$ cat config.mk
export PLATFORM = sky130hd
export DESIGN_NAME = image_edge_replicate_padder_core
export DESIGN_NICKNAME = d
export VERILOG_FILES = /design/src/hw/rtl/iep_pkg.sv /design/src/hw/rtl/iep_dp.sv /design/src/hw/rtl/iep_ctrl.sv /design/src/hw/rtl/image_edge_replicate_padder_core.sv
export SDC_FILE = /design/constraint.sdc
export NUM_CORES = 1
export LEC_CHECK = 0
export ABC_AREA = 1
export BUFFER_PORTS_ARGS = -buffer_cell sky130_fd_sc_hd__buf_2
export CORE_AREA = 2 2 138 140
export DETAILED_ROUTE_END_ITERATION = 10
export DIE_AREA = 0 0 140 142
export PLACE_DENSITY = 0.8
export SYNTH_ARGS = -nofsm -noshare
export SYNTH_HDL_FRONTEND = slang
export SYNTH_HIERARCHICAL = 1
export SYNTH_SLANG_ARGS = --single-unit
$ cat constraint.sdc
create_clock -name clk -period 6.2 [get_ports clk]
set_input_delay 0.62 -clock clk [delete_from_list [all_inputs] [get_ports clk]]
set_output_delay 0.62 -clock clk [all_outputs]
set_load 0.005 [all_outputs]
$ cat src/hw/rtl/iep_pkg.sv
// Shared types and constants for the edge-replicating border padder.
// Used by iep_ctrl, iep_dp and image_edge_replicate_padder_core.
`timescale 1ns / 1ps

package iep_pkg;

  // Defaults for the top-level parameters
  localparam int DEF_MAX_WIDTH  = 4096;
  localparam int DEF_MAX_HEIGHT = 4096;
  localparam int DEF_MAX_MARGIN = 15;
  localparam int DEF_PIXEL_BITS = 32;

  // Fixed field widths
  localparam int COORD_BITS     = 13;
  localparam int SIZE_BITS      = 13;
  localparam int MARGIN_BITS    = 4;
  localparam int CFG_DATA_BITS  = 13;
  localparam int CFG_INDEX_BITS = 2;
  localparam int PIX_FIELD_BITS = 32;

  // Register indexes
  localparam logic [CFG_INDEX_BITS-1:0] REG_IMAGE_WIDTH  = 2'd0;
  localparam logic [CFG_INDEX_BITS-1:0] REG_IMAGE_HEIGHT = 2'd1;
  localparam logic [CFG_INDEX_BITS-1:0] REG_MARGIN       = 2'd2;

  // Sequencer phases, also the datapath's coordinate select
  localparam logic [2:0] PH_IDLE  = 3'd0;
  localparam logic [2:0] PH_OWN   = 3'd1;
  localparam logic [2:0] PH_LEFT  = 3'd2;
  localparam logic [2:0] PH_RIGHT = 3'd3;
  localparam logic [2:0] PH_TOP   = 3'd4;
  localparam logic [2:0] PH_BOT   = 3'd5;

  typedef struct packed {
    logic [2:0] phase;    // phase of the write being loaded
    logic       accept;   // capture a new item
    logic       load;     // load the output register
    logic       last;     // loaded write is the item's final one
    logic       idx_clr;
    logic       idx_inc;
  } iep_cmd_t;

  typedef struct packed {
    logic left;    // item sits in the first column
    logic right;   // item sits in the last column
    logic top;     // item sits in the first row
    logic bot;     // item sits in the last row
    logic m_zero;  // no border
    logic i_last;  // margin index at its final value
  } iep_sts_t;

endpackage

$ cat src/hw/rtl/iep_dp.sv
// Datapath: configuration registers, raster position, held item, margin index
// and output register. Depends on iep_pkg.
`timescale 1ns / 1ps

module iep_dp #(
  parameter int MAX_WIDTH  = iep_pkg::DEF_MAX_WIDTH,
  parameter int MAX_HEIGHT = iep_pkg::DEF_MAX_HEIGHT,
  parameter int MAX_MARGIN = iep_pkg::DEF_MAX_MARGIN,
  parameter int PIXEL_BITS = iep_pkg::DEF_PIXEL_BITS
) (
  input  logic                              clk,
  input  logic                              rst,
  input  logic                              cfg_write,
  input  logic [iep_pkg::CFG_INDEX_BITS-1:0] cfg_index,
  input  logic [iep_pkg::CFG_DATA_BITS-1:0]  cfg_data,
  input  logic [PIXEL_BITS-1:0]             pixel_in,
  input  iep_pkg::iep_cmd_t                 cmd,
  output iep_pkg::iep_sts_t                 sts,
  output logic [iep_pkg::COORD_BITS-1:0]    dest_row,
  output logic [iep_pkg::COORD_BITS-1:0]    dest_col,
  output logic [PIXEL_BITS-1:0]             pixel_out,
  output logic                              last_write
);
  import iep_pkg::*;

  localparam int WW = $clog2(MAX_WIDTH + 1);
  localparam int HW = $clog2(MAX_HEIGHT + 1);
  localparam int PW = (MAX_WIDTH > 1) ? $clog2(MAX_WIDTH) : 1;
  localparam int QW = (MAX_HEIGHT > 1) ? $clog2(MAX_HEIGHT) : 1;
  localparam int MW = (MAX_MARGIN > 0) ? $clog2(MAX_MARGIN + 1) : 1;
  localparam int FB = (PIXEL_BITS < PIX_FIELD_BITS) ? PIXEL_BITS : PIX_FIELD_BITS;

  logic [SIZE_BITS-1:0]   image_width;
  logic [SIZE_BITS-1:0]   image_height;
  logic [MARGIN_BITS-1:0] margin;

  logic [PW-1:0] column_pos;
  logic [QW-1:0] row_pos;

  logic [PW-1:0]         c_hold;
  logic [QW-1:0]         r_hold;
  logic [PIXEL_BITS-1:0] pix_hold;
  logic                  left, right, top, bot;
  logic [MW-1:0]         idx;

  logic [WW-1:0]         w;
  logic [HW-1:0]         h;
  logic [MW-1:0]         m;
  logic [PW-1:0]         c;
  logic [QW-1:0]         r;
  logic                  c_first, c_last, r_first, r_last;
  logic [PIXEL_BITS-1:0] pix_in_m;
  logic [31:0]           rm, cm;
  logic [COORD_BITS-1:0] row_sel, col_sel;

  // Effective sizes: zero reads as one, oversize saturates
  always_comb begin
    if (image_width == '0) begin
      w = WW'(1);
    end else if (32'(image_width) > 32'(MAX_WIDTH)) begin
      w = WW'(MAX_WIDTH);
    end else begin
      w = WW'(image_width);
    end
    if (image_height == '0) begin
      h = HW'(1);
    end else if (32'(image_height) > 32'(MAX_HEIGHT)) begin
      h = HW'(MAX_HEIGHT);
    end else begin
      h = HW'(image_height);
    end
    if (32'(margin) > 32'(MAX_MARGIN)) begin
      m = MW'(MAX_MARGIN);
    end else begin
      m = MW'(margin);
    end
  end

  // Position left beyond a shrunk size counts as the last column / row
  always_comb begin
    c = (32'(column_pos) >= 32'(w)) ? PW'(32'(w) - 32'd1) : column_pos;
    r = (32'(row_pos) >= 32'(h)) ? QW'(32'(h) - 32'd1) : row_pos;
    c_first = (c == '0);
    c_last  = (32'(c) + 32'd1 == 32'(w));
    r_first = (r == '0);
    r_last  = (32'(r) + 32'd1 == 32'(h));
    pix_in_m = '0;
    pix_in_m[FB-1:0] = pixel_in[FB-1:0];
  end

  always_ff @(posedge clk) begin
    if (rst) begin
      image_width  <= SIZE_BITS'(1);
      image_height <= SIZE_BITS'(1);
      margin       <= '0;
    end else if (cfg_write) begin
      case (cfg_index)
        REG_IMAGE_WIDTH:  image_width  <= cfg_data;
        REG_IMAGE_HEIGHT: image_height <= cfg_data;
        REG_MARGIN:       margin       <= cfg_data[MARGIN_BITS-1:0];
        default: ;
      endcase
    end
  end

  always_ff @(posedge clk) begin
    if (rst) begin
      column_pos <= '0;
      row_pos    <= '0;
    end else if (cmd.accept) begin
      if (c_last) begin
        column_pos <= '0;
        row_pos    <= r_last ? '0 : QW'(32'(r) + 32'd1);
      end else begin
        column_pos <= PW'(32'(c) + 32'd1);
        row_pos    <= r;
      end
    end
  end

  always_ff @(posedge clk) begin
    if (cmd.accept) begin
      c_hold   <= c;
      r_hold   <= r;
      pix_hold <= pix_in_m;
      left     <= c_first;
      right    <= c_last;
      top      <= r_first;
      bot      <= r_last;
    end
  end

  always_ff @(posedge clk) begin
    if (rst) begin
      idx <= '0;
    end else if (cmd.idx_clr) begin
      idx <= '0;
    end else if (cmd.idx_inc) begin
      idx <= MW'(32'(idx) + 32'd1);
    end
  end

  assign sts.left   = left;
  assign sts.right  = right;
  assign sts.top    = top;
  assign sts.bot    = bot;
  assign sts.m_zero = (m == '0);
  assign sts.i_last = (32'(idx) + 32'd1 == 32'(m));

  // Coordinate select per phase
  always_comb begin
    rm = 32'(r_hold) + 32'(m);
    cm = 32'(c_hold) + 32'(m);
    case (cmd.phase)
      PH_LEFT: begin
        row_sel = COORD_BITS'(rm);
        col_sel = COORD_BITS'(idx);
      end
      PH_RIGHT: begin
        row_sel = COORD_BITS'(rm);
        col_sel = COORD_BITS'(32'(w) + 32'(m) + 32'(idx));
      end
      PH_TOP: begin
        row_sel = COORD_BITS'(idx);
        col_sel = COORD_BITS'(cm);
      end
      PH_BOT: begin
        row_sel = COORD_BITS'(32'(h) + 32'(m) + 32'(idx));
        col_sel = COORD_BITS'(cm);
      end
      default: begin
        row_sel = COORD_BITS'(rm);
        col_sel = COORD_BITS'(cm);
      end
    endcase
  end

  always_ff @(posedge clk) begin
    if (cmd.load) begin
      dest_row   <= row_sel;
      dest_col   <= col_sel;
      pixel_out  <= pix_hold;
      last_write <= cmd.last;
    end
  end

endmodule

$ cat src/hw/rtl/iep_ctrl.sv
// Write sequencer: steps own position, left, right, top and bottom margins,
// and owns both handshakes. Depends on iep_pkg.
`timescale 1ns / 1ps

module iep_ctrl (
  input  logic              clk,
  input  logic              rst,
  input  logic              src_valid,
  output logic              src_stall,
  output logic              dst_valid,
  input  logic              dst_stall,
  input  iep_pkg::iep_sts_t sts,
  output iep_pkg::iep_cmd_t cmd
);
  import iep_pkg::*;

  logic [2:0] state, state_next;
  logic [2:0] nxt;
  logic       has_l, has_r, has_t, has_b;
  logic       phase_done, step, cur_last, accept;

  always_comb begin
    has_l = sts.left  & ~sts.m_zero;
    has_r = sts.right & ~sts.m_zero;
    has_t = sts.top   & ~sts.m_zero;
    has_b = sts.bot   & ~sts.m_zero;

    // phase that follows the current one
    case (state)
      PH_OWN:   nxt = has_l ? PH_LEFT : has_r ? PH_RIGHT : has_t ? PH_TOP :
                      has_b ? PH_BOT : PH_IDLE;
      PH_LEFT:  nxt = has_r ? PH_RIGHT : has_t ? PH_TOP : has_b ? PH_BOT : PH_IDLE;
      PH_RIGHT: nxt = has_t ? PH_TOP : has_b ? PH_BOT : PH_IDLE;
      PH_TOP:   nxt = has_b ? PH_BOT : PH_IDLE;
      default:  nxt = PH_IDLE;
    endcase

    phase_done = (state == PH_OWN) || sts.i_last;
    step       = (state != PH_IDLE) && (!dst_valid || !dst_stall);
    cur_last   = phase_done && (nxt == PH_IDLE);
    // next item enters on the edge that loads this one's last write
    src_stall  = !((state == PH_IDLE) || (step && cur_last));
    accept     = src_valid && !src_stall;

    state_next = state;
    if (state == PH_IDLE) begin
      if (accept) state_next = PH_OWN;
    end else if (step && phase_done) begin
      if (nxt == PH_IDLE) begin
        state_next = accept ? PH_OWN : PH_IDLE;
      end else begin
        state_next = nxt;
      end
    end

    cmd.phase   = state;
    cmd.accept  = accept;
    cmd.load    = step;
    cmd.last    = cur_last;
    cmd.idx_clr = step && phase_done;
    cmd.idx_inc = step && !phase_done;
  end

  always_ff @(posedge clk) begin
    if (rst) begin
      state     <= PH_IDLE;
      dst_valid <= 1'b0;
    end else begin
      state <= state_next;
      if (step) begin
        dst_valid <= 1'b1;
      end else if (!dst_stall) begin
        dst_valid <= 1'b0;
      end
    end
  end

endmodule

$ cat src/hw/rtl/image_edge_replicate_padder_core.sv
// Top level of the edge-replicating border padder.
// Instantiates iep_ctrl and iep_dp; depends on iep_pkg.
`timescale 1ns / 1ps

// Takes source pixels in raster order and issues writes into an image padded
// by "margin" pixels on every side: each pixel goes to its shifted position,
// first/last column pixels are copied across the left/right margins, and
// first/last row pixels down the top/bottom margins; corners stay unwritten.
// Each result item is one write, and the write sequencer issues one per clock
// while the sink does not stall; a pixel causes one write if interior and up
// to 1 + 4*margin at a single-pixel image. The next item is taken on the same
// edge that loads the previous item's last write, so a run of interior pixels
// flows at one item per cycle when the sink does not stall.
// Configuration writes take effect immediately and do not reset the position.

module image_edge_replicate_padder_core #(
  parameter int MAX_WIDTH  = iep_pkg::DEF_MAX_WIDTH,
  parameter int MAX_HEIGHT = iep_pkg::DEF_MAX_HEIGHT,
  parameter int MAX_MARGIN = iep_pkg::DEF_MAX_MARGIN,
  parameter int PIXEL_BITS = iep_pkg::DEF_PIXEL_BITS
) (
  input  logic                               clk,
  input  logic                               rst,
  input  logic                               cfg_write,
  input  logic [iep_pkg::CFG_INDEX_BITS-1:0] cfg_index,
  input  logic [iep_pkg::CFG_DATA_BITS-1:0]  cfg_data,
  input  logic                               src_valid,
  output logic                               src_stall,
  input  logic [PIXEL_BITS-1:0]              pixel_in,
  output logic                               dst_valid,
  input  logic                               dst_stall,
  output logic [iep_pkg::COORD_BITS-1:0]     dest_row,
  output logic [iep_pkg::COORD_BITS-1:0]     dest_col,
  output logic [PIXEL_BITS-1:0]              pixel_out,
  output logic                               last_write
);
  import iep_pkg::*;

  iep_cmd_t cmd;
  iep_sts_t sts;

  iep_ctrl u_ctrl (
    .clk       (clk),
    .rst       (rst),
    .src_valid (src_valid),
    .src_stall (src_stall),
    .dst_valid (dst_valid),
    .dst_stall (dst_stall),
    .sts       (sts),
    .cmd       (cmd)
  );

  iep_dp #(
    .MAX_WIDTH  (MAX_WIDTH),
    .MAX_HEIGHT (MAX_HEIGHT),
    .MAX_MARGIN (MAX_MARGIN),
    .PIXEL_BITS (PIXEL_BITS)
  ) u_dp (
    .clk        (clk),
    .rst        (rst),
    .cfg_write  (cfg_write),
    .cfg_index  (cfg_index),
    .cfg_data   (cfg_data),
    .pixel_in   (pixel_in),
    .cmd        (cmd),
    .sts        (sts),
    .dest_row   (dest_row),
    .dest_col   (dest_col),
    .pixel_out  (pixel_out),
    .last_write (last_write)
  );

endmodule

==> results of run 1 <==
-- synth_stat cells, types with 8 or more instances --
library cell,instances,area (um2)
sky130_fd_sc_hd__o221ai_1,9,78.8
sky130_fd_sc_hd__inv_2,15,56.3
sky130_fd_sc_hd__nand2_2,19,119
sky130_fd_sc_hd__nand2_1,381,1430
sky130_fd_sc_hd__buf_4,11,82.6
sky130_fd_sc_hd__a21oi_1,64,320
sky130_fd_sc_hd__nor2_4,8,90.1
sky130_fd_sc_hd__nand3_1,111,556
sky130_fd_sc_hd__o21ai_0,68,340
sky130_fd_sc_hd__nand4_1,29,181
sky130_fd_sc_hd__dfxtp_1,62,1240
sky130_fd_sc_hd__fa_1,12,240
sky130_fd_sc_hd__nor2_1,150,563
sky130_fd_sc_hd__xor2_1,8,70.1
sky130_fd_sc_hd__edfxtp_1,119,3570
sky130_fd_sc_hd__clkbuf_1,13,48.8
sky130_fd_sc_hd__ha_1,47,588
sky130_fd_sc_hd__inv_1,142,533
-- flip-flops by register name (all words and copies together), names as in the netlist, 3 cells and up --
name / flops
u_dp/pix_hold: 32
u_dp/pixel_out: 32
u_dp/dest_col: 13
u_dp/dest_row: 13
u_dp/image_height: 13
u_dp/image_width: 13
u_dp/c_hold: 12
u_dp/column_pos: 12
u_dp/r_hold: 12
u_dp/row_pos: 12
u_dp/idx: 4
u_dp/m: 4
u_ctrl/state: 3
-- per-layer routing --
| layer | vias up | part of all wire, % |
|---|---|---|
| li1 | 4756 | - |
| met1 | 4429 | 45 |
| met2 | 457 | 44 |
| met3 | 50 | 9.2 |
| met4 | 0 | 2.0 |
| met5 | - | 0 |
-- worst reg2reg max path: cells and delay by family (launching register included) --
family                   cells  cell delay (ns)
AO/OA/AOI/OAI                4             0.85
adder cells (fa/ha/maj)      2             0.59
AND/OR/NAND/NOR             20             2.73
flip-flops                   1             0.38
buffers and inverters        3             0.72
-- where the power goes --
group / total (mW) / leakage (nW) / switching [mW] / internal, mW
Clock: 1.06 / 0.286 / 0.524 / 0.539
Sequential: 2.12 / 1.65 / 0.201 / 1.92
Combinational: 3.04 / 3.55 / 2.05 / 0.988
Total: 6.22 / 5.49 / 2.77 / 3.44
-- area by class of cell --
type / instances / area [um2] / share of cell area, %
well taps: 234 / 293 / 2.42
flip-flops and latches: 181 / 4810 / 39.8
multi-input cells: 992 / 5230 / 43.2
clock buffers: 17 / 425 / 3.51
repair buffers: 115 / 583 / 4.82
inverters: 161 / 607 / 5.01
clock inverters: 14 / 158 / 1.30
-- worst max-delay path by stage --
stage                                 startpoint                               to  slack, ns  cells after the start
4_1_cts         u_dp/image_width[3]$_SDFFE_PP0P_  u_dp/column_pos[1]$_SDFFE_PP0P_       0.87                     29
3_3_place_gp    u_dp/image_width[3]$_SDFFE_PP0P_  u_dp/column_pos[0]$_SDFFE_PP0P_       1.19                     29
2_1_floorplan  u_dp/image_height[6]$_SDFFE_PP0P_     u_dp/row_pos[9]$_SDFFE_PP0P_       2.24                     36
5_1_grt         u_dp/image_width[3]$_SDFFE_PP0P_  u_dp/column_pos[6]$_SDFFE_PP0P_       0.28                     29
6_report        u_dp/image_width[3]$_SDFFE_PP0P_  u_dp/column_pos[1]$_SDFFE_PP0P_       0.77                     29
3_5_place_dp    u_dp/image_width[3]$_SDFFE_PP0P_  u_dp/column_pos[1]$_SDFFE_PP0P_       0.92                     29
-- cells by family (layout without fill, tap and decap cells) --
kind of cell               after synthesis  in the layout  share of synthesized area [%]
AOI/OAI and AO/OA                      182            182                           9.74
buffers and inverters                  196            307                           7.69
xor gates and xnor gates                13             13                           1.05
DFF                                    181            181                           44.3
adders and majority gates               59             59                           7.62
and+or+nand+nor                        738            738                           29.6
-- per-stage QoR --
stage          util (%)  hold WS (ns)  instances
6_report           65.6         0.356       1714
2_1_floorplan         -         0.400       1369
3_3_place_gp       62.4         0.400       1683
3_5_place_dp       62.4         0.405       1683
5_1_grt            65.6         0.344       1714
4_1_cts            65.6         0.345       1714
==> flow_summary.yaml, run 1 <==
route:
  drcViolationCount: 17
  drt_iter0_markers: 1006
  routed_via_density: 5.65
  first_pass_iters: 11
  ant_nets: 0
  wirelength_um: 26800
  dr_total_vias: 9692
  wl_per_cell_um: 15.6
finish:
  mostFrequentLayoutCell: "sky130_fd_sc_hd__nand2_1"
  syn2layout_area_growth_pct: 11.3
  finalNetCount: 1579
  num-fill-cells: 1510
  insertedDiodeCount: 0
  post_route_cells_drive_above_1_share_pct: 14.9
  postLayoutCellArea_um2: 12100
  layout_common_cells: "sky130_fd_sc_hd__nand2_1, sky130_fd_sc_hd__nor2_1, sky130_fd_sc_hd__inv_1, sky130_fd_sc_hd__edfxtp_1, sky130_fd_sc_hd__buf_2"
global_route:
  grt_util_all_layers_pct: 27.3
  total_global_routing_overflow: 0
  gr-usage-met2_pct: 42.3
  grt_pass1_vias: 8789
  top_usage_layer: "met2"
  globalRouteMet1Util_pct: 39.3
  grt_max_degree: 60
  antenna_found_initial: 0
  grt_use_met3_pct: 4.95
  grt_pass1_wl_um: 43300
run_status:
  outcome: "finished with violations"
  failing_checks: "design-rule violations"
clock_tree:
  ctsHoldBuffers: 0
  cts_inserted_buffers: 17
  cts.clk_slew.worst_paths_ns: 0.08
  post_cts.resized_instances: 0
  max-clock-path-buffers: 2
  h_tree_depth: 4
  worst_skew_pair.late_latency_ns: 0.43
  postCtsSetupBuffers: 0
  cts_tree: "done"
  tritoncts_num_sinks: 181
  library_cell_used_as_clock_root_buffer: "sky130_fd_sc_hd__clkbuf_16"
logic_synthesis:
  postSynthNetCount: 1480
  postSynthCellCount: 1369
  ys_types: 50
  ys_seq_area_share_pct: 44.3
  post_synth_instance_area_um2: 10900
  synth-edff-count: 119
  yosys_register_bits: 181
  ys.flop_type: "sky130_fd_sc_hd__edfxtp_1"
  ys.warnings.count: 6
  syn_avg_cell_area_um2: 7.94
  asyncSetResetFlopFracSynth_pct: 0
floorplan:
  die_footprint_um2: 19900
  cell_row_count: 50
  core_region_area_um2: 18500
  die_wd_um: 140
  boundaryPins: 113
  starting_density_of_the_core_pct: 58.9
  fp.dieH_um: 142
setup_path:
  critical_path_peak_fanout: 25
  setup.worst_path.start_class: "flip-flop"
  cp_slowest_cell: "sky130_fd_sc_hd__nand3_2"
  cpMostUsedCell: "sky130_fd_sc_hd__nand2_1"
  path_delay_family: "simple AND/OR/NAND/NOR gates"
  regToRegEndpoint: "u_dp/column_pos[1]$_SDFFE_PP0P_"
  crit_path_end_kind: "flip-flop"
  worst-setup-path-type: "flip-flop to flip-flop"
  critical_path_buf_inv_count: 3
  critPathMaxStageDelay_ns: 0.45
  required_ns: 6.49
  startpoint_of_the_worst_slack_reg_to_reg_timing_path: "u_dp/image_width[3]$_SDFFE_PP0P_"
  reg2reg_slack_ns: 0.77
  worst-r2r-cell-count: 29
  worstPathArrival_ns: 5.72
run:
  maxCapViolCount: 0
timing:
  timing.final.max_slew_violations: 0
  final_hold_viol_count: 0
  slew_headroom_pct: 20.4
  worst_slew_pin_slew_ns: 1.19
  timing.final.crit_share_pct: 87.6
  fin_tns_setup_ns: 0
  setup_skew_ns: 0.00796
  finalWorstPathRequiredPeriod_ns: 5.43
  max_freq_ghz: 0.184
  layout_setup_ws_ns: 0.769
  setup_viol: 0
  grt_setup_unrepaired: "false"
placement:
  finalWeightedCongestion: 0.946
  port_buffers: 112
  hpwl_um: 20500
  placement.cell_area_um2: 11500
  dp_slack_ns: 0.917
pwr:
  powerDensity_nw_per_um2: 513
  design_power_total_mw: 6.22
  vdd_ir_max_uv: 271
  p_leak_nw: 5.49
hold_path:
  worstHoldStart: "pixel_in[1]"
  min_path_cells: 1
  min_to: "u_dp/pix_hold[1]$_DFFE_PP_"
  hold_path.class: "primary input to flip-flop"
(Power assumes the default switching activity.)
==> run 2: changes to the inputs <==
--- a/config.mk
+++ b/config.mk
@@ -5,12 +5,12 @@
 export SDC_FILE = /design/constraint.sdc
 export NUM_CORES = 1
 export LEC_CHECK = 0
-export ABC_AREA = 1
 export BUFFER_PORTS_ARGS = -buffer_cell sky130_fd_sc_hd__buf_2
-export CORE_AREA = 2 2 138 140
+export CORE_AREA = 2 2 142 144
 export DETAILED_ROUTE_END_ITERATION = 10
-export DIE_AREA = 0 0 140 142
+export DIE_AREA = 0 0 144 146
 export PLACE_DENSITY = 0.8
+export SETUP_SLACK_MARGIN = 0.3
 export SYNTH_ARGS = -nofsm -noshare
 export SYNTH_HDL_FRONTEND = slang
 export SYNTH_HIERARCHICAL = 1
==> run 2 against run 1 <==
Effect of this change:
- the run now ends clean
- fmax fell by 0.11%
- cell area rose by 6.9%
- non-clock buffer count is 24 higher
- largest power group unchanged
- highest routed layer is now met5
==> flow_summary.yaml, run 2 <==
route:
  dr_total_vias: 9843
  first_pass_iters: 6
  drt_iter0_markers: 1130
  ant_nets: 0
  routed_via_density: 6.34
  drcViolationCount: 0
  wl_per_cell_um: 20.3
  wirelength_um: 31500
floorplan:
  cell_row_count: 51
  core_region_area_um2: 19300
  fp.dieH_um: 146
  boundaryPins: 113
  die_footprint_um2: 21000
  starting_density_of_the_core_pct: 59.3
  die_wd_um: 144
setup_path:
  worstPathArrival_ns: 5.77
  crit_path_end_kind: "flip-flop"
  worst-setup-path-type: "flip-flop to flip-flop"
  setup.worst_path.start_class: "flip-flop"
  critical_path_peak_fanout: 12
  required_ns: 6.53
  reg2reg_slack_ns: 0.76
pwr:
  powerDensity_nw_per_um2: 496
  design_power_total_mw: 6.41
  p_sw_mw: 2.80
  p_leak_nw: 4.93
  vdd_ir_max_uv: 329
  internal_power_mw: 3.61
  net_switching_fraction_of_the_power_pct: 43.7
  seq_power_share_pct: 33.6
  power.share.combinational_pct: 49.1
  power_frac_clock_pct: 17.4
timing:
  final_hold_viol_count: 0
  worst_slew_pin_slew_ns: 1.24
  slew_headroom_pct: 17.1
  setup_skew_ns: 0.0158
  timing.final.crit_share_pct: 87.7
  setup_viol: 0
  grt_setup_unrepaired: "false"
  timing.final.max_slew_violations: 0
  finalHoldWorstSlack_ns: 0.349
  fin_tns_setup_ns: 0
  finalWorstPathRequiredPeriod_ns: 5.44
  max_freq_ghz: 0.184
global_route:
  grt_util_all_layers_pct: 29.6
  grt_pass1_vias: 9101
  grt_max_degree: 63
  antenna_found_initial: 1
  grt_pass1_wl_um: 49000
  total_global_routing_overflow: 0
clock_tree:
  cts_inserted_buffers: 17
  tritoncts_num_sinks: 181
  h_tree_depth: 4
  cts.clk_slew.worst_paths_ns: 0.08
  ctsHoldBuffers: 0
  worst_skew_pair.late_latency_ns: 0.44
  library_cell_used_as_clock_root_buffer: "sky130_fd_sc_hd__clkbuf_16"
  max-clock-path-buffers: 2
  cts_tree: "done"
logic_synthesis:
  synth_most_common_cell: "sky130_fd_sc_hd__nand2_1"
  post_synth_instance_area_um2: 11500
  ys.flop_type: "sky130_fd_sc_hd__edfxtp_1"
  ys_top_cells_by_count: "sky130_fd_sc_hd__nand2_1, sky130_fd_sc_hd__edfxtp_1, sky130_fd_sc_hd__a21oi_1"
  synth-edff-count: 119
  ys.warnings.count: 6
  asyncSetResetFlopFracSynth_pct: 0
  ys_seq_area_share_pct: 42.0
  ys_types: 92
  postSynthNetCount: 1298
  post_synth_main_area_contributors: "sky130_fd_sc_hd__edfxtp_1, sky130_fd_sc_hd__dfxtp_1, sky130_fd_sc_hd__ha_1"
  yosys_register_bits: 181
  yosysTopAreaCell: "sky130_fd_sc_hd__edfxtp_1"
  syn_avg_cell_area_um2: 9.66
  postSynthCellCount: 1187
  fraction_of_synthesized_cell_area_taken_by_the_top_area_cell_type_pct: 31.2
finish:
  finalNetCount: 1386
  post_route_cells_drive_above_1_share_pct: 17.9
  insertedDiodeCount: 0
  postLayoutCellArea_um2: 12900
  stdcell_count: 1553
  mostFrequentLayoutCell: "sky130_fd_sc_hd__nand2_1"
  syn2layout_area_growth_pct: 12.8
  top_regs: "u_dp/pix_hold: 32 flops, u_dp/pixel_out: 32 flops"
  layout_common_cells: "sky130_fd_sc_hd__nand2_1, sky130_fd_sc_hd__edfxtp_1, sky130_fd_sc_hd__buf_2, sky130_fd_sc_hd__a21oi_1, sky130_fd_sc_hd__nor2_1"
hold_path:
  hold_path.class: "primary input to flip-flop"
placement:
  placed_cells: 1516
  placement.cell_area_um2: 12200
  finalWeightedCongestion: 0.989
  hpwl_um: 22900
  port_buffers: 112
run:
  maxCapViolCount: 0
run_status:
  outcome: "finished, final reports clean"
[run 2: changes by cell type after synthesis, moves of 39 or more]
cell	change
sky130_fd_sc_hd__nand2_1	-260
sky130_fd_sc_hd__nor2_1	-61
sky130_fd_sc_hd__nand3_1	-89
sky130_fd_sc_hd__inv_1	-90
sky130_fd_sc_hd__xnor2_1	+53
sky130_fd_sc_hd__o21ai_0	-39
[run 2: power by group through the flow]
stage | clock, mW | sequential, mW | combinational (mW)
after global routing | 1.17 | 2.20 | 3.42
after floorplan | 0 | 2.08 | 2.11
final | 1.11 | 2.15 | 3.15
after global placement | 0 | 2.14 | 2.87
after CTS | 1.13 | 2.14 | 2.95
after detailed placement | 0 | 2.16 | 2.93
[run 2: routing by layer]
layer  part of all wire (%)  GRT usage [%]  up-vias  wire, um
met5                  0.041              0        -        13
met4                    2.7           10.3        2       858
met3                     10           5.23       70      3180
met2                     45           45.3      573     14200
met1                     42           42.4     4616     13300
li1                       -              -     4582         -
[run 2: kinds of logic after synthesis]
logic type | after synthesis | synth area share (%)
and+or+nand+nor | 422 | 19.6
DFF | 181 | 42.0
adders and majority gates | 59 | 7.23
AOI/OAI and AO/OA | 284 | 16.8
xor gates and xnor gates | 84 | 6.54
muxes | 33 | 3.15
buffers and inverters | 124 | 4.64
[run 2: critical path, stage by stage (launching register included)]
cell and delay (ns):
sky130_fd_sc_hd__dfxtp_1 0.41, sky130_fd_sc_hd__nor4_4 0.37, sky130_fd_sc_hd__a41o_1 0.35, sky130_fd_sc_hd__ha_1 0.28, sky130_fd_sc_hd__nor3b_1 0.22, sky130_fd_sc_hd__o21ai_0 0.13
sky130_fd_sc_hd__o2111ai_1 0.19, sky130_fd_sc_hd__nand3_2 0.21, sky130_fd_sc_hd__nor2_1 0.13, sky130_fd_sc_hd__a21oi_1 0.08, sky130_fd_sc_hd__inv_1 0.10, sky130_fd_sc_hd__ha_1 0.32
sky130_fd_sc_hd__nand4_1 0.15, sky130_fd_sc_hd__mux2i_2 0.32, sky130_fd_sc_hd__nand4_1 0.32, sky130_fd_sc_hd__o21ai_0 0.18, sky130_fd_sc_hd__nor4b_4 0.40, sky130_fd_sc_hd__nand2_2 0.29
sky130_fd_sc_hd__or4b_1 0.56, sky130_fd_sc_hd__a311oi_1 0.31
[run 2: final timing paths]
kind	startpoint	end	depth (start not counted)
setup / recovery	u_dp/image_width[3]$_SDFFE_PP0P_	u_dp/row_pos[1]$_SDFFE_PP0P_	19
hold / removal	pixel_in[26]	u_dp/pix_hold[26]$_DFFE_PP_	1
hold reg to reg	u_dp/pix_hold[27]$_DFFE_PP_	u_dp/pixel_out[27]$_DFFE_PP_	0
setup reg to reg	u_dp/image_width[3]$_SDFFE_PP0P_	u_dp/row_pos[1]$_SDFFE_PP0P_	19
[run 2: cell type report]
cell class | count | area [um2]
Clock buffer | 17 | 425
Fill cell | 1513 | 6400
Sequential cell | 181 | 4820
Inverter | 53 | 199
Clock inverter | 15 | 195
Timing Repair Buffer | 139 | 763
Multi-Input combinational cell | 883 | 6200
Tap cell | 265 | 332
[run 2: what timing repair did]
item                                    in CTS  in global routing
gates resized for setup                      0                 13
endpoints found under the setup margin       0                 26
buffers inserted                             0                  4
[run 2: through the flow]
stage	utilization (%)	setup WS [ns]
2_1_floorplan	-	0.694
3_3_place_gp	63.2	0.650
3_5_place_dp	63.2	0.481
4_1_cts	66.4	0.409
5_1_grt	66.9	0.348
6_report	66.9	0.764
==> run 3: changes to the inputs <==
--- a/config.mk
+++ b/config.mk
@@ -6,12 +6,11 @@
 export NUM_CORES = 1
 export LEC_CHECK = 0
 export BUFFER_PORTS_ARGS = -buffer_cell sky130_fd_sc_hd__buf_2
-export CORE_AREA = 2 2 142 144
+export CAP_MARGIN = 15
+export CORE_AREA = 2 2 214 216
 export DETAILED_ROUTE_END_ITERATION = 10
-export DIE_AREA = 0 0 144 146
-export PLACE_DENSITY = 0.8
+export DIE_AREA = 0 0 216 218
 export SETUP_SLACK_MARGIN = 0.3
 export SYNTH_ARGS = -nofsm -noshare
 export SYNTH_HDL_FRONTEND = slang
-export SYNTH_HIERARCHICAL = 1
 export SYNTH_SLANG_ARGS = --single-unit
==> run 3 against run 2 <==
Effect of this change:
- cell area increased by 0.13%
- non-clock buffer count up 2
- largest power group unchanged
- power down 19%
- clock-buffer cell count did not move
- wire length rose by 1.1%
- sequential power shrank 20%
- clock power decreased by 5%
- hold slack worse by 0.0038 ns
- flip-flop and latch count stayed put
- first-iteration DRC count decreased by 50%
- largest cell class unchanged
- synthesized cell count fell by 2.1%
==> flow_summary.yaml, run 3 <==
setup_path:
  setup.worst_path.start_class: "flip-flop"
  critPathMaxStageDelay_ns: 0.48
  startpoint_of_the_worst_slack_reg_to_reg_timing_path: "u_dp.image_width[9]$_SDFFE_PP0P_"
  regToRegEndpoint: "u_dp.row_pos[0]$_SDFFE_PP0P_"
  path_delay_family: "simple AND/OR/NAND/NOR gates"
  worst-r2r-cell-count: 21
  cp_slowest_cell: "sky130_fd_sc_hd__nor4_2"
  worstPathArrival_ns: 5.85
  critical_path_peak_fanout: 12
  crit_path_cell_trace: "nor4_2 -> a41oi_2 -> nor2_2 -> ha_1 -> nor3b_1 -> o21a_1 -> o22ai_2 -> or2_1 -> o21ai_0 -> inv_1 -> ha_1 -> and3_1 -> mux2_2 -> nand3_1 -> mux2_2 -> o22a_1 -> nor2_4 -> nand2_2 -> buf_4 -> or3_1 -> a221oi_2"
  required_ns: 6.56
  critical_path_buf_inv_count: 2
  reg2reg_slack_ns: 0.72
  worst-setup-path-type: "flip-flop to flip-flop"
  crit_path_end_kind: "flip-flop"
hold_path:
  worstHoldStart: "pixel_in[25]"
  hold_path.class: "primary input to flip-flop"
  min_path_cells: 1
  min_to: "u_dp.pix_hold[25]$_DFFE_PP_"
route:
  drcViolationCount: 0
  wirelength_um: 31900
  first_pass_iters: 5
  ant_nets: 0
  drt_iter0_markers: 560
  routed_via_density: 4.82
  wl_per_cell_um: 17.0
  dr_total_vias: 9045
clock_tree:
  cts_tree: "done"
  h_tree_depth: 4
  cts_inserted_buffers: 17
  max-clock-path-buffers: 2
  tritoncts_num_sinks: 181
  worst_skew_pair.late_latency_ns: 0.45
  library_cell_used_as_clock_root_buffer: "sky130_fd_sc_hd__clkbuf_16"
  ctsHoldBuffers: 0
  cts.clk_slew.worst_paths_ns: 0.07
pwr:
  power.share.combinational_pct: 46.4
  seq_power_share_pct: 33.0
  power_frac_clock_pct: 20.6
  internal_power_mw: 3.06
  vdd_ir_max_uv: 191
  powerDensity_nw_per_um2: 399
  net_switching_fraction_of_the_power_pct: 40.8
  p_sw_mw: 2.11
  p_leak_nw: 4.95
timing:
  slew_headroom_pct: 35.9
  setup_skew_ns: 0.0132
  finalWorstPathRequiredPeriod_ns: 5.48
  final_hold_viol_count: 0
  finalHoldWorstSlack_ns: 0.345
  timing.final.crit_share_pct: 88.5
  timing.final.max_slew_violations: 0
  setup_viol: 0
  grt_setup_unrepaired: "false"
  max_freq_ghz: 0.182
  fin_tns_setup_ns: 0
  worst_slew_pin_slew_ns: 0.960
finish:
  top_regs: "u_dp.pix_hold: 32 flops, u_dp.pixel_out: 32 flops"
  mostFrequentLayoutCell: "sky130_fd_sc_hd__nand2_1"
  syn2layout_area_growth_pct: 16.4
  finalNetCount: 1370
  layout_common_cells: "sky130_fd_sc_hd__nand2_1, sky130_fd_sc_hd__edfxtp_1, sky130_fd_sc_hd__buf_2, sky130_fd_sc_hd__a21oi_1, sky130_fd_sc_hd__nor2_1"
  stdcell_count: 1877
  num-fill-cells: 4744
  post_route_cells_drive_above_1_share_pct: 17.5
global_route:
  grt_util_all_layers_pct: 13.7
  grt_pass1_wl_um: 50000
  total_global_routing_overflow: 0
  grt_max_degree: 59
  grt_pass1_vias: 8761
  antenna_found_initial: 12
logic_synthesis:
  synth_most_common_cell: "sky130_fd_sc_hd__nand2_1"
  yosysTopAreaCell: "sky130_fd_sc_hd__edfxtp_1"
  postSynthNetCount: 1273
  ys.warnings.count: 0
  post_synth_instance_area_um2: 11100
  ys_seq_area_share_pct: 43.3
  ys_types: 84
  synth-edff-count: 119
  post_synth_main_area_contributors: "sky130_fd_sc_hd__edfxtp_1, sky130_fd_sc_hd__dfxtp_1, sky130_fd_sc_hd__ha_1"
  fraction_of_synthesized_cell_area_taken_by_the_top_area_cell_type_pct: 32.1
  ys_top_cells_by_count: "sky130_fd_sc_hd__nand2_1, sky130_fd_sc_hd__edfxtp_1, sky130_fd_sc_hd__a21oi_1"
  post_synth_xor_area_fraction_pct: 6.55
  share_of_synthesized_cell_area_in_full_adder_half_adder_and_majority_cells_pct: 7.45
  yosys_register_bits: 181
  syn_avg_cell_area_um2: 9.57
  synth_top_family_by_area: "simple AND/OR/NAND/NOR gates"
  asyncSetResetFlopFracSynth_pct: 0
  ys.flop_type: "sky130_fd_sc_hd__edfxtp_1"
  synthSimpleGateAreaFrac_pct: 18.8
  compound_cell_area_share_of_the_yosys_netlist_pct: 15.1
  postSynthCellCount: 1162
  synth_mux_area_share_pct: 4.25
floorplan:
  boundaryPins: 113
  die_wd_um: 216
  core_region_area_um2: 44900
  cell_row_count: 78
  fp.dieH_um: 218
  die_footprint_um2: 47100
  starting_density_of_the_core_pct: 24.8
placement:
  placed_cells: 1840
  port_buffers: 112
  finalWeightedCongestion: 0.926
  hpwl_um: 24600
run_status:
  outcome: "finished, final reports clean"
run:
  maxCapViolCount: 0
run 3: cell types whose count changed in the layout (fill, tap and decap cells not counted), sizes merged, moves of 7 or more:
| cell | previous run | this run |
|---|---|---|
| o211ai | 22 | 4 |
| nand3 | 24 | 37 |
| o31ai | 15 | 3 |
| nor2 | 89 | 100 |
| a311oi | 12 | 2 |
| and3 | 16 | 7 |
| nand4b | 10 | 1 |
| nor2b | 25 | 17 |
| a21o | 9 | 16 |
| a22oi | 1 | 8 |
run 3: worst max-delay path by stage:
stage,from,to,slack [ns],cells past startpoint
floorplan,u_dp.image_width[9]$_SDFFE_PP0P_,u_dp.row_pos[7]$_SDFFE_PP0P_,0.86,25
global placement,u_dp.image_width[9]$_SDFFE_PP0P_,u_dp.row_pos[0]$_SDFFE_PP0P_,0.87,21
detailed placement,u_dp.image_width[9]$_SDFFE_PP0P_,u_dp.row_pos[0]$_SDFFE_PP0P_,0.75,21
CTS,u_dp.image_width[9]$_SDFFE_PP0P_,u_dp.row_pos[0]$_SDFFE_PP0P_,0.71,21
global route,u_dp.image_width[9]$_SDFFE_PP0P_,u_dp.row_pos[0]$_SDFFE_PP0P_,0.31,22
finish,u_dp.image_width[9]$_SDFFE_PP0P_,u_dp.row_pos[0]$_SDFFE_PP0P_,0.72,21
run 3: metrics by stage:
stage,util (%),setup slack [ns],instance area (um2),power (mW)
after detailed placement,27.6,0.750,12400,4.11
after CTS,28.8,0.713,12900,5.19
final,28.8,0.715,13000,5.17
after global routing,28.8,0.313,12900,5.50
after global placement,27.6,0.867,12400,4.09
after floorplan,-,0.860,11100,3.46
run 3: repair_timing:
action / 4_1_cts / 5_1_grt
resized for setup: 0 / 1
buffers inserted: 0 / 0
setup endpoints to repair: 0 / 4
run 3: layout make-up:
class / count / area [um2] / area share, %
clock inverter: 15 / 140 / 1.08
tap: 600 / 751 / 5.80
inverter: 60 / 226 / 1.75
antenna: 5 / 12.5 / 0.0966
sequential: 181 / 4810 / 37.2
multi-input combinational: 858 / 5800 / 44.8
clock buffer: 17 / 425 / 3.28
timing repair buffer: 141 / 778 / 6.01
run 3: cells by family (layout without fill, tap and decap cells):
logic type / Yosys count / in the layout
buffers and inverters: 123 / 233
AND/OR/NAND/NOR: 412 / 412
adder cells (fa/ha/maj): 59 / 59
XOR/XNOR: 80 / 80
other: 0 / 5
flip-flops: 181 / 181
multiplexers: 43 / 43
AO/OA/AOI/OAI: 264 / 264
run 3: power by group through the flow:
stage	clock [mW]	sequential [mW]	combinational, mW
after floorplan	0	1.68	1.78
after global placement	0	1.73	2.36
after detailed placement	0	1.73	2.38
after CTS	1.10	1.71	2.39
after global routing	1.14	1.73	2.63
final	1.06	1.71	2.39
run 3: routing by layer:
| layer | up-vias | routed length (um) | track usage, % |
|---|---|---|---|
| li1 | 4422 | - | - |
| met2 | 255 | 14300 | 21.5 |
| met4 | 12 | 337 | 3.70 |
| met1 | 4328 | 15000 | 18.6 |
| met3 | 28 | 2190 | 3.54 |
| met5 | - | 75 | 0 |
